==> src/design/smm_pkg.sv <==
package smm_pkg;

   localparam int ELEM_W          = 64;
   localparam int HALF_W          = ELEM_W / 2;
   localparam int CSR_W           = 4;
   localparam int LIN_W           = 2 * CSR_W;
   localparam int MAX_DIM_DEFAULT = 8;

   localparam logic [CSR_W-1:0] MATRIX_SIZE_RESET = 4'd8;

   localparam logic FUNC_LOAD_A = 1'b0;
   localparam logic FUNC_LOAD_B = 1'b1;

   // partial product selection for the shared 32x32 multiplier
   typedef enum logic [1:0] {
      MUL_LO_LO = 2'd0,
      MUL_LO_HI = 2'd1,
      MUL_HI_LO = 2'd2
   } mul_sel_type;

   typedef struct packed {
      logic        clear;
      logic        add_en;
      mul_sel_type sel;
   } mac_ctrl_type;

endpackage

==> src/design/smm_mac.sv <==
module smm_mac (
   input  logic                       clock,
   input  smm_pkg::mac_ctrl_type      ctrl,
   input  logic [smm_pkg::ELEM_W-1:0] a_op,
   input  logic [smm_pkg::ELEM_W-1:0] b_op,
   output logic [smm_pkg::ELEM_W-1:0] acc
);

   localparam int HW = smm_pkg::HALF_W;
   localparam int EW = smm_pkg::ELEM_W;

   logic [HW-1:0] mul_x;
   logic [HW-1:0] mul_y;
   logic [EW-1:0] mul_in;
   logic [EW-1:0] mul_ff;
   logic          shift_in;
   logic          shift_ff;
   logic [EW-1:0] addend;
   logic [EW-1:0] acc_in;
   logic [EW-1:0] acc_ff;

   // low 64 bits of a*b: lo*lo plus both cross terms moved up by half a word
   always_comb begin
      case (ctrl.sel)
         smm_pkg::MUL_LO_LO: begin
            mul_x = a_op[HW-1:0];
            mul_y = b_op[HW-1:0];
         end
         smm_pkg::MUL_LO_HI: begin
            mul_x = a_op[HW-1:0];
            mul_y = b_op[EW-1:HW];
         end
         smm_pkg::MUL_HI_LO: begin
            mul_x = a_op[EW-1:HW];
            mul_y = b_op[HW-1:0];
         end
         default: begin
            mul_x = '0;
            mul_y = '0;
         end
      endcase
   end

   assign mul_in   = EW'(mul_x) * EW'(mul_y);
   assign shift_in = (ctrl.sel != smm_pkg::MUL_LO_LO);

   always_ff @(posedge clock) begin
      mul_ff   <= mul_in;
      shift_ff <= shift_in;
   end

   assign addend = shift_ff ? {mul_ff[HW-1:0], {HW{1'b0}}} : mul_ff;

   always_comb begin
      if (ctrl.clear) begin
         acc_in = '0;
      end else if (ctrl.add_en) begin
         acc_in = acc_ff + addend;
      end else begin
         acc_in = acc_ff;
      end
   end

   always_ff @(posedge clock) begin
      acc_ff <= acc_in;
   end

   assign acc = acc_ff;

endmodule

==> config.mk <==
export PLATFORM = sky130hd
export DESIGN_NAME = smm_mac
export DESIGN_NICKNAME = d
export VERILOG_FILES = /design/src/design/smm_pkg.sv /design/src/design/smm_mac.sv
export SDC_FILE = /design/constraint.sdc
export NUM_CORES = 2
export LEC_CHECK = 0
export BUFFER_PORTS_ARGS = -buffer_cell sky130_fd_sc_hd__buf_4
export CAP_MARGIN = 0
export CORE_MARGIN = 2
export CORE_UTILIZATION = 50
export CTS_CLUSTER_SIZE = 16
export DETAILED_ROUTE_END_ITERATION = 7
export GPL_ROUTABILITY_DRIVEN = 0
export GPL_TIMING_DRIVEN = 1
export PLACE_DENSITY = 0.67
export RECOVER_POWER = 25
export SETUP_SLACK_MARGIN = 0.4
export SYNTH_ARGS = -nofsm -noshare
export SYNTH_HDL_FRONTEND = slang
export SYNTH_SLANG_ARGS = --single-unit
==> constraint.sdc <==
create_clock -name clock -period 11.56 [get_ports clock]
set_input_delay 1.156 -clock clock [delete_from_list [all_inputs] [get_ports clock]]
set_output_delay 1.156 -clock clock [all_outputs]
set_load 0.05 [all_outputs]
**Word-level counts from Yosys, hierarchy flattened**

Cells that the tools add are included.

- Bits in registers: 129
- Bits of input ports: 133

- Reduce and logical (&&, ||, !) cells: 4
- Multipliers: 1
- Multiplexer cells: 3
- Add/subtract/negate cells: 1
- Equality and inequality tests: 2

Operators by type and width:

| kind | number |
|---|---|
| $pmux W32 S2 | 2 |
| $add A64 B64 Y64 | 1 |
| $mul A32 B32 Y64 | 1 |
| $mux W64 | 1 |
| $reduce_or A2 Y1 | 2 |
| $eq A2 B1 Y1 const B | 1 |
| $eq A2 B2 Y1 const B | 1 |
| $logic_not A2 Y1 | 1 |
| $reduce_bool A2 Y1 | 1 |

**Logic depth before layout (Yosys ltp)**

- Depth in word-level cells: 4
- Depth in mapped cells: 36

**Worst setup path before layout**

No wires, ideal clock.

- Kind: in2reg
- Start: input port ctrl[1] (netlist bit)
- End: register mul_ff[63]
- Cell stages on the path: 30
- Path slack: 2430 ps
- Arrival: 9009 ps
- Required time: 11439 ps
- Cell sequence: clkbuf_1 > nor2_1 > clkbuf_1 > buf_1 > a22o_1 > clkbuf_1 > nand2_1 > fa_1 > fa_1 > fa_1 > inv_1 > fa_1 > fa_1 > fa_1 > fa_1 > inv_1 > fa_1 > inv_1 > ha_1 > and2_1 > nand3_1 > or3_1 > o22ai_1 > a311oi_1 > o21a_1 > o21ai_1 > a211oi_2 > o41ai_1 > a21oi_1 > xnor2_1

- Word-level cells in the longest chain between the ends: 4
- Elaborated cells between the ends (all ways): 8

RTL lines:

| what | line | source |
|---|---|---|
| start: declaration | smm_mac.sv:3 | `input smm_pkg::mac_ctrl_type ctrl,` |
| $eq A2 B1 Y1 (tied with other cells) | smm_mac.sv:24 | `case (ctrl.sel)` |
| $reduce_or A2 Y1 (no source line) | -- |  |
| $pmux W32 S2 | smm_mac.sv:24 |  |
| $mul A32 B32 Y64 (*) | smm_mac.sv:44 | `assign mul_in = EW'(mul_x) * EW'(mul_y);` |
| via mul_in[63] | smm_mac.sv:14 | `logic [EW-1:0] mul_in;` |
| end signal: assignment | smm_mac.sv:48 | `mul_ff <= mul_in;` |
| end: declaration | smm_mac.sv:15 | `logic [EW-1:0] mul_ff;` |

The timed path passes the listed nets; every way through them passes the cells marked *.
A chain may end at the register's enable or synchronous reset.

**Worst setup path in the final report**

Ends and elaborated chain as after synthesis.

==> impl_summary.md <==
Die
From left edge to right edge, the die measures about 290 um. The initial utilization of the core area, before any placement, comes to 50.4%. The core outline area is slightly above 80000 um2.

The vertical extent of the die is about 290 um. Row generation in the floorplan step produced ~100 rows. The number of top-level pins is 197. The floorplan die area is approximately 83000 um2.

Global route
Entering global routing, the biggest net connects 65 pins. The initial antenna violation count was 2. The overall routing resource usage is between 30% and 40%.

The number of global-route vias before repair came to 35100. The remaining global-route overflow is 0. The first global-routing pass estimated around 210 mm of wire.

Timing
Static timing analysis puts the maximum clock frequency at 97.9 MHz. The measured slew at the worst slew-check pin is 3.72 ns. The portion of the clock cycle consumed by the worst path in the final layout is around 88%. Setup repair after global routing left no endpoint under its margin.

The clock tree skew after final layout is between 0.01 and 0.015 ns. Setup violations remaining at the end of the flow were counted as 0. For the final routed database, the setup TNS stands at 0 ns. The final-report hold violation count came to 0. The count of pins over their slew limit was approximately 60.

The worst slew margin relative to its limit is -148%. The shortest clock period the worst path allows after layout is 10.22 ns.

Cells and area
The net count of the finished layout is roughly 6200. Leaving out fill and tap cells, the most frequent cells in the layout are 931 x sky130_fd_sc_hd__inv_1, 897 x sky130_fd_sc_hd__fa_1, 710 x sky130_fd_sc_hd__nor2_1. The synthesis-to-layout area growth is 8.02%.

The filler cell count is approximately 7500. Cells with a size suffix above 1 make up 8.02% of the layout. Leaving out fill and tap cells, the most frequent cell in the layout is sky130_fd_sc_hd__inv_1.

Critical path
The worst setup path is captured at a flip-flop. At the worst endpoint, the arrival time is 10.52 ns. The critical path is of the input port to flip-flop type. In this design, the stage delay of the slowest critical-path cell is between 0.8 and 0.9 ns.

The slowest stage of the critical path is the sky130_fd_sc_hd__nor2b_4 cell. The family with the most delay on the worst path is adder cells. Of all nets on the critical path, the largest fanout is 26.

The cell that appears most often on the critical path is sky130_fd_sc_hd__fa_1. The count of buffering cells on the critical path with inverters included is 6. The kind of launch point of the worst setup path is an input port. STA puts the critical path data required time at 11.86 ns.

Clocking
The number of clock sinks is ~130. After clock tree synthesis, the clock-pin slew on the worst setup and hold paths is ~0.060 ns. In this run, post-CTS hold repair placed 0 buffers.

The number of buffers added for setup after CTS is 0. The clock tree root driver cell is sky130_fd_sc_hd__clkbuf_16. The later pin in the worst-skew pair is clocked with a latency of between 0.4 and 0.5 ns. Buffers inserted during clock tree synthesis total 17. The H-tree generated during clock tree synthesis spans 4 levels. The post-CTS resize count is 0. The clock passes through at most 2 buffers. The CTS tree is done.

Synthesis
For this run, asynchronously set or reset flops after synthesis account for 0%. The number of synthesized register bits is 129. The post-synthesis sequential area ratio is between 6 and 7%.

The count of yosys warnings during synthesis is 0. The number of nets handed over by synthesis was between 6000 and 7000. The cell area that synthesis handed to floorplanning was 40600 um2. The synthesized netlist contains 83 unique library cells. The synthesized area divided by synthesized cell count is ~8.5 um2.

The number of synthesized flops with an enable pin is 0. Among all flip-flop cells after synthesis, the most frequent one is sky130_fd_sc_hd__dfxtp_1. Sorting the synthesized cells by area gives the leading types as sky130_fd_sc_hd__fa_1 44%, sky130_fd_sc_hd__ha_1 10%, sky130_fd_sc_hd__inv_1 8.6%. Summed over its instances, the top area cell type makes up between 40 and 50% of the synthesized netlist area. The largest total area in the synthesized netlist belongs to sky130_fd_sc_hd__fa_1. In the synthesized netlist, the number of instances is about 4800.

Detailed routing
The pre-antenna-repair detailed-routing pass consisted of 6 iterations. The detail-routed via count per cell is 5.84. The detailed-route wire length is 144 mm. The DRC violation total after the first TritonRoute iteration is around 3800. In this run the remaining antenna-violating nets after routing total 0. The via count is 34500. Dividing the detail-routed wire length by the instance count gives approximately 24 um. In the routed design, unresolved DRC markers number 0.

Worst hold path
The path type of the worst min-delay path is flip-flop to flip-flop.

Placement
Detailed placement ended at an HPWL of 117 mm. Input and output buffers added on the ports amount to around 200.

Run status
The checks that failed: capacitance limit, slew limit. The run finished, with violations left.

Flow run
Max-cap violations in this run came to 1.
[registers in the layout (all words and copies together) (netlist names)]
name and cells:
mul_ff 64, shift_ff 1, acc 64
[cell type report]
type	count	area, um2	share of cell area [%]
antenna	2	5.00	0.0114
clock buffer	21	470	1.07
clock inverter	11	128	0.291
inverter	932	3500	7.98
multi-input combinational	3439	33600	76.7
sequential	129	2580	5.90
tap	1060	1330	3.03
timing repair buffer	318	2210	5.05
[cells by family (layout without fill, tap and decap cells)]
kind of cell	count (synthesis)	after routing	synth area share, %
AND/OR/NAND/NOR	1479	1479	14.9
adder cells (fa/ha/maj)	1223	1223	54.3
buffers and inverters	1183	1282	11.1
AO/OA/AOI/OAI	550	550	8.95
flip-flops	129	129	6.37
XOR/XNOR	117	117	2.53
multiplexers	70	70	1.82
other	0	2	0
[through the flow]
| step | setup slack [ns] | hold slack, ns | instances | utilization [%] | cell area (um2) |
|---|---|---|---|---|---|
| 2_1_floorplan | 2.43 | 0.641 | 4751 | - | 40600 |
| 3_3_place_gp | 1.42 | 0.476 | 5878 | 53.9 | 43400 |
| 3_5_place_dp | 1.28 | 0.482 | 5878 | 53.9 | 43400 |
| 4_1_cts | 1.67 | 0.492 | 5910 | 54.7 | 44000 |
| 5_1_grt | 1.11 | 0.508 | 5910 | 54.5 | 43800 |
| 6_report | 1.34 | 0.483 | 5912 | 54.5 | 43800 |
[worst paths after layout]
check	slack, ns	endpoint	cells past startpoint	start
setup / recovery	1.34	mul_ff[63]	29	ctrl[1]
hold / removal	0.48	acc[62]	2	acc[62]
setup reg to reg	7.34	acc[57]	14	shift_ff
hold reg to reg	0.48	acc[62]	2	acc[62]
[worst reg2reg max path: cells and delay by family (launching register included)]
kind | cells | cell delay [ns]
AOI/OAI and AO/OA | 8 | 1.94
adders and majority gates | 1 | 0.39
buffers and inverters | 1 | 0.57
DFF | 1 | 0.31
and+or+nand+nor | 4 | 0.90
[synth_stat cells (3+ instances only)]
cell type,number
sky130_fd_sc_hd__a211oi_1,9
sky130_fd_sc_hd__a21boi_0,6
sky130_fd_sc_hd__a21o_1,73
sky130_fd_sc_hd__a21oi_1,138
sky130_fd_sc_hd__a221oi_1,3
sky130_fd_sc_hd__a22o_1,28
sky130_fd_sc_hd__a22oi_1,31
sky130_fd_sc_hd__a31o_2,5
sky130_fd_sc_hd__a31oi_1,22
sky130_fd_sc_hd__and2_1,6
sky130_fd_sc_hd__and2b_2,4
sky130_fd_sc_hd__and3_1,11
sky130_fd_sc_hd__and4_1,4
sky130_fd_sc_hd__buf_1,18
sky130_fd_sc_hd__buf_2,4
sky130_fd_sc_hd__clkbuf_1,223
sky130_fd_sc_hd__clkbuf_8,3
sky130_fd_sc_hd__dfxtp_1,129
sky130_fd_sc_hd__fa_1,897
sky130_fd_sc_hd__ha_1,326
sky130_fd_sc_hd__inv_1,932
sky130_fd_sc_hd__mux2_2,31
sky130_fd_sc_hd__mux2i_1,39
sky130_fd_sc_hd__nand2_1,566
sky130_fd_sc_hd__nand2b_1,26
sky130_fd_sc_hd__nand3_1,25
sky130_fd_sc_hd__nand4_1,27
sky130_fd_sc_hd__nor2_1,711
sky130_fd_sc_hd__nor2b_1,50
sky130_fd_sc_hd__nor3_1,19
sky130_fd_sc_hd__o211ai_1,7
sky130_fd_sc_hd__o21a_1,45
sky130_fd_sc_hd__o21ai_0,94
sky130_fd_sc_hd__o21ai_1,22
sky130_fd_sc_hd__o21bai_1,18
sky130_fd_sc_hd__o22ai_1,10
sky130_fd_sc_hd__o31a_1,4
sky130_fd_sc_hd__o31ai_1,4
sky130_fd_sc_hd__or3_1,8
sky130_fd_sc_hd__or4_1,3
sky130_fd_sc_hd__xnor2_1,76
sky130_fd_sc_hd__xor2_1,41
[per-layer routing]
| layer | wire length [um] | track usage, % | vias to the layer above |
|---|---|---|---|
| li1 | - | - | 14600 |
| met1 | 51600 | 43.6 | 17000 |
| met2 | 62100 | 52.5 | 2267 |
| met3 | 18700 | 11.5 | 653 |
| met4 | 11300 | 20.9 | 6 |
| met5 | 48 | 0 | - |
Power is left out: the tool's default activity adds up to more than one toggle a clock period on the data nets, which glitch-free logic cannot reach.
